===== config.mk =====
export PLATFORM = sky130hd
export DESIGN_NAME = mtacc_front
export DESIGN_NICKNAME = d
export VERILOG_FILES = /design/src/mtacc_pkg.sv /design/src/mtacc_front.sv
export SDC_FILE = /design/constraint.sdc
export NUM_CORES = 1
export LEC_CHECK = 0
export BUFFER_PORTS_ARGS = -buffer_cell sky130_fd_sc_hd__buf_2
export CAP_MARGIN = 20
export CORE_MARGIN = 2
export CORE_UTILIZATION = 55
export CTS_CLUSTER_DIAMETER = 80
export DETAILED_ROUTE_END_ITERATION = 12
export GPL_TIMING_DRIVEN = 0
export HOLD_SLACK_MARGIN = 0.12
export PLACE_DENSITY = 0.77
export SYNTH_ARGS = -nofsm -noshare
export SYNTH_HDL_FRONTEND = slang
export SYNTH_SLANG_ARGS = --single-unit

===== constraint.sdc =====
create_clock -name i_clk -period 4.4 [get_ports i_clk]
set_input_delay 0.44 -clock i_clk [delete_from_list [all_inputs] [get_ports i_clk]]
set_output_delay 0.44 -clock i_clk [all_outputs]
set_load 0.03 [all_outputs]

===== src/mtacc_pkg.sv =====
// shared constants, types and codes of the tiled matrix multiply-accumulate unit
// no dependencies
package mtacc_pkg;

    localparam int SEQ_ROWS    = 64;
    localparam int EMBED_COLS  = 64;
    localparam int HIDDEN_COLS = 256;

    localparam int KIND_W    = 3;
    localparam int ROW_W     = 6;
    localparam int COL_W     = 8;
    localparam int DATA_W    = 16;
    localparam int ACC_W     = 40;
    localparam int TILE_W    = 8;
    localparam int CFG_W     = 7;
    localparam int CFG_IDX_W = 2;
    localparam int PROD_W    = 2 * DATA_W;
    localparam int BASE_W    = TILE_W + CFG_W;
    localparam int COLM_W    = BASE_W + 1;

    localparam int SR_W    = $clog2(SEQ_ROWS);
    localparam int EC_W    = $clog2(EMBED_COLS);
    localparam int HC_W    = $clog2(HIDDEN_COLS);
    localparam int W_DEPTH = EMBED_COLS * EMBED_COLS;
    localparam int X_DEPTH = SEQ_ROWS * EMBED_COLS;
    localparam int A_DEPTH = SEQ_ROWS * HIDDEN_COLS;
    localparam int W_AW    = $clog2(W_DEPTH);
    localparam int X_AW    = $clog2(X_DEPTH);
    localparam int A_AW    = $clog2(A_DEPTH);

    localparam int Q_DEPTH = 4;
    localparam int Q_AW    = $clog2(Q_DEPTH);

    localparam logic [KIND_W-1:0] KIND_LD_W   = 3'd0;
    localparam logic [KIND_W-1:0] KIND_LD_X   = 3'd1;
    localparam logic [KIND_W-1:0] KIND_WR_ACC = 3'd2;
    localparam logic [KIND_W-1:0] KIND_RUN    = 3'd3;
    localparam logic [KIND_W-1:0] KIND_RD_ACC = 3'd4;

    localparam logic [CFG_IDX_W-1:0] CFG_ROWS  = 2'd0;
    localparam logic [CFG_IDX_W-1:0] CFG_INNER = 2'd1;
    localparam logic [CFG_IDX_W-1:0] CFG_COLS  = 2'd2;

    localparam logic [CFG_W-1:0] CFG_RESET = 7'd64;

    typedef enum logic [2:0] {
        OP_LD_W,
        OP_LD_X,
        OP_WR_ACC,
        OP_RUN,
        OP_RD_ACC
    } t_op;

    typedef enum logic [3:0] {
        ST_CLEAR,
        ST_IDLE,
        ST_RD_WAIT,
        ST_MAC,
        ST_DRAIN,
        ST_ACC_RD,
        ST_ACC_WR,
        ST_NEXT,
        ST_DONE
    } t_state;

    typedef struct packed {
        logic [CFG_W-1:0] rows;
        logic [CFG_W-1:0] inner;
        logic [CFG_W-1:0] cols;
    } t_cfg;

    typedef struct packed {
        t_op                op;
        logic [ROW_W-1:0]   row;
        logic [COL_W-1:0]   col;
        logic [DATA_W-1:0]  data;
        logic [ACC_W-1:0]   acc;
        logic [TILE_W-1:0]  tile;
    } t_entry;

    function automatic logic [CFG_W-1:0] clamp_to(input logic [CFG_W-1:0] v, input int lim);
        logic [CFG_W-1:0] r;
        r = (int'(v) > lim) ? CFG_W'(lim) : v;
        return r;
    endfunction

endpackage


===== src/mtacc_front.sv =====
// front end: accepts input words, classifies them and queues them for the back end
// depends on mtacc_pkg
module mtacc_front (
    input  logic                          i_clk,
    input  logic                          i_rst_n,
    input  logic                          i_enable,
    input  logic                          i_in_valid,
    output logic                          o_in_ready,
    input  logic [mtacc_pkg::KIND_W-1:0]  i_kind,
    input  logic [mtacc_pkg::ROW_W-1:0]   i_row,
    input  logic [mtacc_pkg::COL_W-1:0]   i_col,
    input  logic [mtacc_pkg::DATA_W-1:0]  i_data,
    input  logic [mtacc_pkg::ACC_W-1:0]   i_acc,
    input  logic [mtacc_pkg::TILE_W-1:0]  i_tile,
    output logic                          o_q_valid,
    output mtacc_pkg::t_entry             o_q_entry,
    input  logic                          i_q_pop
);

    mtacc_pkg::t_entry               r_q [mtacc_pkg::Q_DEPTH];
    logic [mtacc_pkg::Q_AW-1:0]      r_wptr;
    logic [mtacc_pkg::Q_AW-1:0]      r_rptr;
    logic [mtacc_pkg::Q_AW:0]        r_count;
    mtacc_pkg::t_entry               n_entry;
    logic                            n_keep;
    logic                            n_push;
    logic                            n_pop;

    // classify: drop unknown kinds and out-of-range loads and writes
    always_comb begin
        n_keep        = 1'b0;
        n_entry.op    = mtacc_pkg::OP_RUN;
        n_entry.row   = i_row;
        n_entry.col   = i_col;
        n_entry.data  = i_data;
        n_entry.acc   = i_acc;
        n_entry.tile  = i_tile;
        case (i_kind)
            mtacc_pkg::KIND_LD_W: begin
                n_entry.op = mtacc_pkg::OP_LD_W;
                n_keep     = (int'(i_row) < mtacc_pkg::EMBED_COLS)
                          && (int'(i_col) < mtacc_pkg::EMBED_COLS);
            end
            mtacc_pkg::KIND_LD_X: begin
                n_entry.op = mtacc_pkg::OP_LD_X;
                n_keep     = (int'(i_row) < mtacc_pkg::SEQ_ROWS)
                          && (int'(i_col) < mtacc_pkg::EMBED_COLS);
            end
            mtacc_pkg::KIND_WR_ACC: begin
                n_entry.op = mtacc_pkg::OP_WR_ACC;
                n_keep     = (int'(i_row) < mtacc_pkg::SEQ_ROWS)
                          && (int'(i_col) < mtacc_pkg::HIDDEN_COLS);
            end
            mtacc_pkg::KIND_RUN: begin
                n_entry.op = mtacc_pkg::OP_RUN;
                n_keep     = 1'b1;
            end
            mtacc_pkg::KIND_RD_ACC: begin
                n_entry.op = mtacc_pkg::OP_RD_ACC;
                n_keep     = 1'b1;
            end
            default: begin
                n_keep = 1'b0;
            end
        endcase
    end

    assign o_in_ready = i_enable && (int'(r_count) < mtacc_pkg::Q_DEPTH);
    assign n_push     = i_in_valid && o_in_ready && n_keep;
    assign n_pop      = i_q_pop && o_q_valid;
    assign o_q_valid  = (r_count != '0);
    assign o_q_entry  = r_q[r_rptr];

    always_ff @(posedge i_clk) begin
        if (n_push) begin
            r_q[r_wptr] <= n_entry;
        end
    end

    always_ff @(posedge i_clk) begin
        if (!i_rst_n) begin
            r_wptr  <= '0;
            r_rptr  <= '0;
            r_count <= '0;
        end else begin
            if (n_push) begin
                r_wptr <= r_wptr + 1'b1;
            end
            if (n_pop) begin
                r_rptr <= r_rptr + 1'b1;
            end
            case ({n_push, n_pop})
                2'b10:   r_count <= r_count + 1'b1;
                2'b01:   r_count <= r_count - 1'b1;
                default: r_count <= r_count;
            endcase
        end
    end

endmodule


# Word-level counts from Yosys, hierarchy flattened
# Memory sizes are Yosys's and may differ from the RTL's. A register that Yosys moved wholly into a read port is not among the register bits.
# Cells that the tools add are included.
dict set report totals {
  wordCells 32
  input_bits 86
  register_bits 7
  memories 1
  output_inout_bits 83
  mem_bits_rw 324
}
# name words word_bits read_ports rd_ports_with_merged_regs write_ports line
set memory_table {}
lappend memory_table {r_q 4 81 1 1 1 mtacc_front.sv:20} ;# mtacc_pkg::t_entry r_q [mtacc_pkg::Q_DEPTH];
dict set report op_classes {
  n_eq_ne 6
  addsub 4
  mux 7
  reduce_logical 9
  order_cmp 2
}
# cell n
set op_table {}
lappend op_table {{$pmux 3 s4} 1}
lappend op_table {{$lt 8x7->1 const B} 1}
lappend op_table {{$eq 3x2->1 const B} 2}
lappend op_table {{$pmux 3 s2} 1}
lappend op_table {{$add 2x1->2 const B} 2}
lappend op_table {{$logic_and 1x1->1} 4}
lappend op_table {{$mux 2} 2}
lappend op_table {{$add 3x1->3 const B} 1}
lappend op_table {{$eq 3x1->1 const B} 1}
lappend op_table {{$eq 3x3->1 const B} 1}
lappend op_table {{$logic_not 3->1} 1}
lappend op_table {{$lt 3x3->1 const B} 1}
lappend op_table {{$reduce_bool 3->1} 1}
lappend op_table {{$reduce_or 3->1} 1}
lappend op_table {{$sub 3x1->3 const B} 1}
lappend op_table {{$eq 2x1->1 const B} 1}
lappend op_table {{$eq 2x2->1 const B} 1}
lappend op_table {{$mux 1} 2}
lappend op_table {{$pmux 1 s2} 1}
lappend op_table {{$reduce_bool 2->1} 1}
lappend op_table {{$reduce_or 2->1} 1}

# Longest topological paths before layout
dict set report logic_depth {
  depth_word 6
  depth_mapped 9
  mapped_depth_nobuf 9
}

# Least setup slack after synthesis
# No wires, ideal clock.
dict set report synth_path {
  kind {in2reg}
  startpoint {in i_enable}
  endpoint {mem r_q[0][0] (netlist bit) (enable)}
  setup_time_ps 448
  slack_ps 679
  stages 3
  path_buffers 0
  t_arrival_ps 3273
  required_time_ps 3952
  cell_sequence {nor2b_1 -> o2111a_1 -> and2_1}
}
dict set report synth_via {
  elab_chain_cells 5
}
# element line
set synth_lines {}
lappend synth_lines {{start, declared} mtacc_front.sv:6} ;# input logic i_enable,
lappend synth_lines {{$logic_and 1x1->1} mtacc_front.sv:68} ;# assign o_in_ready = i_enable && (int'(r_count) < mtacc_pkg::Q_DEPTH);
lappend synth_lines {{$logic_and 1x1->1 (2 in a row)} mtacc_front.sv:69} ;# assign n_push = i_in_valid && o_in_ready && n_keep;
lappend synth_lines {{$mux 1} mtacc_front.sv:75} ;# if (n_push) begin
lappend synth_lines {{$mux 1 (implied by the code)} mtacc_front.sv:76} ;# r_q[r_wptr] <= n_entry;
lappend synth_lines {{end, declared} mtacc_front.sv:20}
# Every way passes these cells.

==> flow_summary.yaml <==
status:
  status: "finished, final reports clean"
worst_hold_path:
  hold_end: "r_q[3][58]$_DFFE_PP_"
  hp-start: "i_data[10]"
  hold_path.class: "in -> reg"
  whs_path_depth: 1
power:
  p_leak_nw: 4.900
  intPower_mw: 5.942
  p_per_area_mw_per_mm2: 548.2
  p_comb_frac: 0.218
  clockPowerShare: 0.338
  swShare: 0.2618
  pwr-share-seq: 0.444
  total_power_mw: 8.050
  p_switching_mw: 2.108
  ir_drop_v: 0.0004251
timing:
  slew_headroom: 0.5355
  final_max_slew_viol_count: 0
  period_share: 0.6323
  finalHoldViolCount: 0
  fin_crit_ps: 2782
  grt_setup_unrepaired: "no"
  hold_slack_ps: 153.1
  setup_viol: 0
  fin_skew_ps: 12.64
  worstMarginPinSlew_ps: 696.7
  fin_tns_setup_ps: 0
  fmax_mhz: 359.4
grt:
  grt_max_degree: 50
  antenna_found_initial: 2
  busiest_layer: "met2"
  gr-total-overflow: 0
  grt_pass1_wl_um: 33240
  met3_usage: 0.03459
  use_met1: 0.2539
  use_met2: 0.3016
  grtUsageTotal: 0.1839
  grt_pass1_vias: 6030
layout:
  nNetsFinal: 779
  area_delta_synth_final_pct: 19.47
  layout-drive-gt1-share: 0.4480
detailed_routing:
  drt_iter0_drc: 336
  drc: 0
  antenna_left: 0
  vias_per_cell: 5.650
  routed_wl_um: 21270
  dr.pass1.iters: 4
  avgRoutedWirePerCell_um: 21.42
  route.vias.total: 5610
cts:
  holdBufCountCts: 0
  clockBufferDepth: 3
  root_buffer: "clkbuf_16"
  cts_made_buffers: 34
  cts_resized: 0
  cts_tree: "done"
  clkTransAtPathRegs_ps: 60
  cts_sinks: 333
  insertion_delay_ps: 500
  htreeDepth: 2
  cts_setup_buffers: 0
synthesis:
  synth_area_leaders: "edfxtp_1, mux4_2, dfxtp_1, buf_12, ha_1"
  yosysMostFrequentCell: "edfxtp_1"
  synth-edff-count: 324
  syn_area_per_cell_um2: 25.61
  ys_ff_latch: 333
  synthArstFlopShare: 0
  netlist_area_mm2: 0.01229
  ys_seq_area_frac: 0.8063
  syn_nets: 572
  synth_cells: 480
  ys.flop_type: "edfxtp_1"
  yosys.area.top_type: "edfxtp_1"
  synth_common_cells: "edfxtp_1, mux4_2, dfxtp_1"
  synth.top_cell.area_share: 0.7916
  ys_types: 26
  ys_warn_count: 0
floorplan:
  core_mm2: 0.02189
  ios: 169
  fp.dieW_um: 153.5
  initial_core_util: 0.5614
  row_count: 54
  die_y_um: 153.5
  fp.dieArea_mm2: 0.02356
critical_path:
  reg2reg_to: "r_q[0][32]$_DFFE_PP_"
  critPathMaxFanout: 10
  endpoint_kind: "output pin"
  rr_worst_depth: 4
  cp.required_ps: 3960
  cp-start-kind: "flip-flop"
  r2r_start: "r_count[2]$_SDFFE_PN0P_"
  critPathKind: "reg -> out"
  ff2ff_setup_slack_ps: 2210
  worst_ep_arrival_time_ps: 2340
job:
  cap_violations: 0
placed_design:
  port_buffers: 167
  gp_congestion: 0.7403
  dp_hpwl_um: 13050
layout make-up:
cell class,instances,area [um^2]
Inverter,6,22.52
Clock inverter,13,87.58
Timing Repair Buffer,171,945.9
Clock buffer,48,997.2
Tap cell,280,350.3
Fill cell,1405,7207
Sequential cell,333,9910
Multi-Input combinational cell,122,2150
Antenna cell,1,2.502
Buffer,19,219.0
power groups by stage:
| stage | sequential [mW] | clock [mW] | combinational, mW |
|---|---|---|---|
| 2_1_floorplan | 3.64 | 0 | 1.35 |
| 3_3_place_gp | 3.64 | 0 | 1.75 |
| 3_5_place_dp | 3.64 | 0 | 1.78 |
| 4_1_cts | 3.58 | 2.79 | 1.78 |
| 5_1_grt | 3.58 | 2.91 | 1.86 |
| 6_report | 3.57 | 2.72 | 1.75 |
kinds of logic after synthesis:
| family | synth area share |
|---|---|
| flops | 0.8063 |
| mux | 0.1501 |
| buf+inv | 0.01965 |
| simple gates | 0.009061 |
| compound gates | 0.005395 |
| fa+ha+maj | 0.006719 |
| xor+xnor | 0.002851 |
worst max-delay path by stage:
stage                     startpoint                 endpoint  slack (ps)  depth (start not counted)
after floorplan             i_enable      r_q[0][0]$_DFFE_PP_         680                          3
after global routing       flip-flop            o_q_entry[70]        1530                          4
after CTS                  flip-flop            o_q_entry[65]        1570                          4
final                      flip-flop            o_q_entry[65]        1620                          4
after detailed placement   i_kind[1]  r_count[2]$_SDFFE_PN0P_        1820                         10
after global placement     i_kind[0]     r_q[3][50]$_DFFE_PP_        -470                          4
sequential cells by signal, indices dropped and copies added, names as in the netlist, named ones only:
signal,count
r_wptr,2
r_count,3
r_q,324
r_rptr,2
cells in the final DEF, fill, tap and decap left out:
cell type and n:
a21boi_0 1, a21o_1 2, and2_1 3, and2_4 4, buf_12 8, buf_16 4, buf_2 175, buf_6 1
bufinv_16 1, clkbuf_1 10, clkbuf_16 37, clkbuf_8 3, clkinv_1 7, clkinv_2 3, clkinv_4 1, clkinvlp_4 1
dfxtp_1 9, diode_2 1, edfxtp_1 324, fa_1 1, ha_1 5, inv_1 6, mux2i_1 2, mux4_2 81
nand2_1 5, nor2_1 1, nor2b_1 3, nor3b_1 1, o2111a_1 1, o21ai_0 3, o311ai_1 1, o31a_1 1
or2_0 1, or3_1 2, xnor2_1 3, xor2_1 1
metal layers:
metal  part of all wire  vias to the layer above
li1                   -                     2460
met1               0.40                     2899
met2               0.51                      208
met3              0.065                       43
met4              0.026                        0
met5                  0                        -
critical path, cell delays in order, from the launching register on:
cell      delay (ps)
dfxtp_1          310
clkbuf_1         530
buf_2            440
mux4_2           370
buf_2            200
metrics by stage:
stage,worst slack (ps),cell area [um^2],util,cells
floorplan,678.8,12290,-,480
global placement,-468.9,13480,0.6156,927
detailed placement,1822,13600,0.6211,931
CTS,1573,14680,0.6707,992
global route,1527,14680,0.6708,993
finish,1618,14680,0.6708,993
(Power assumes the default switching activity.)
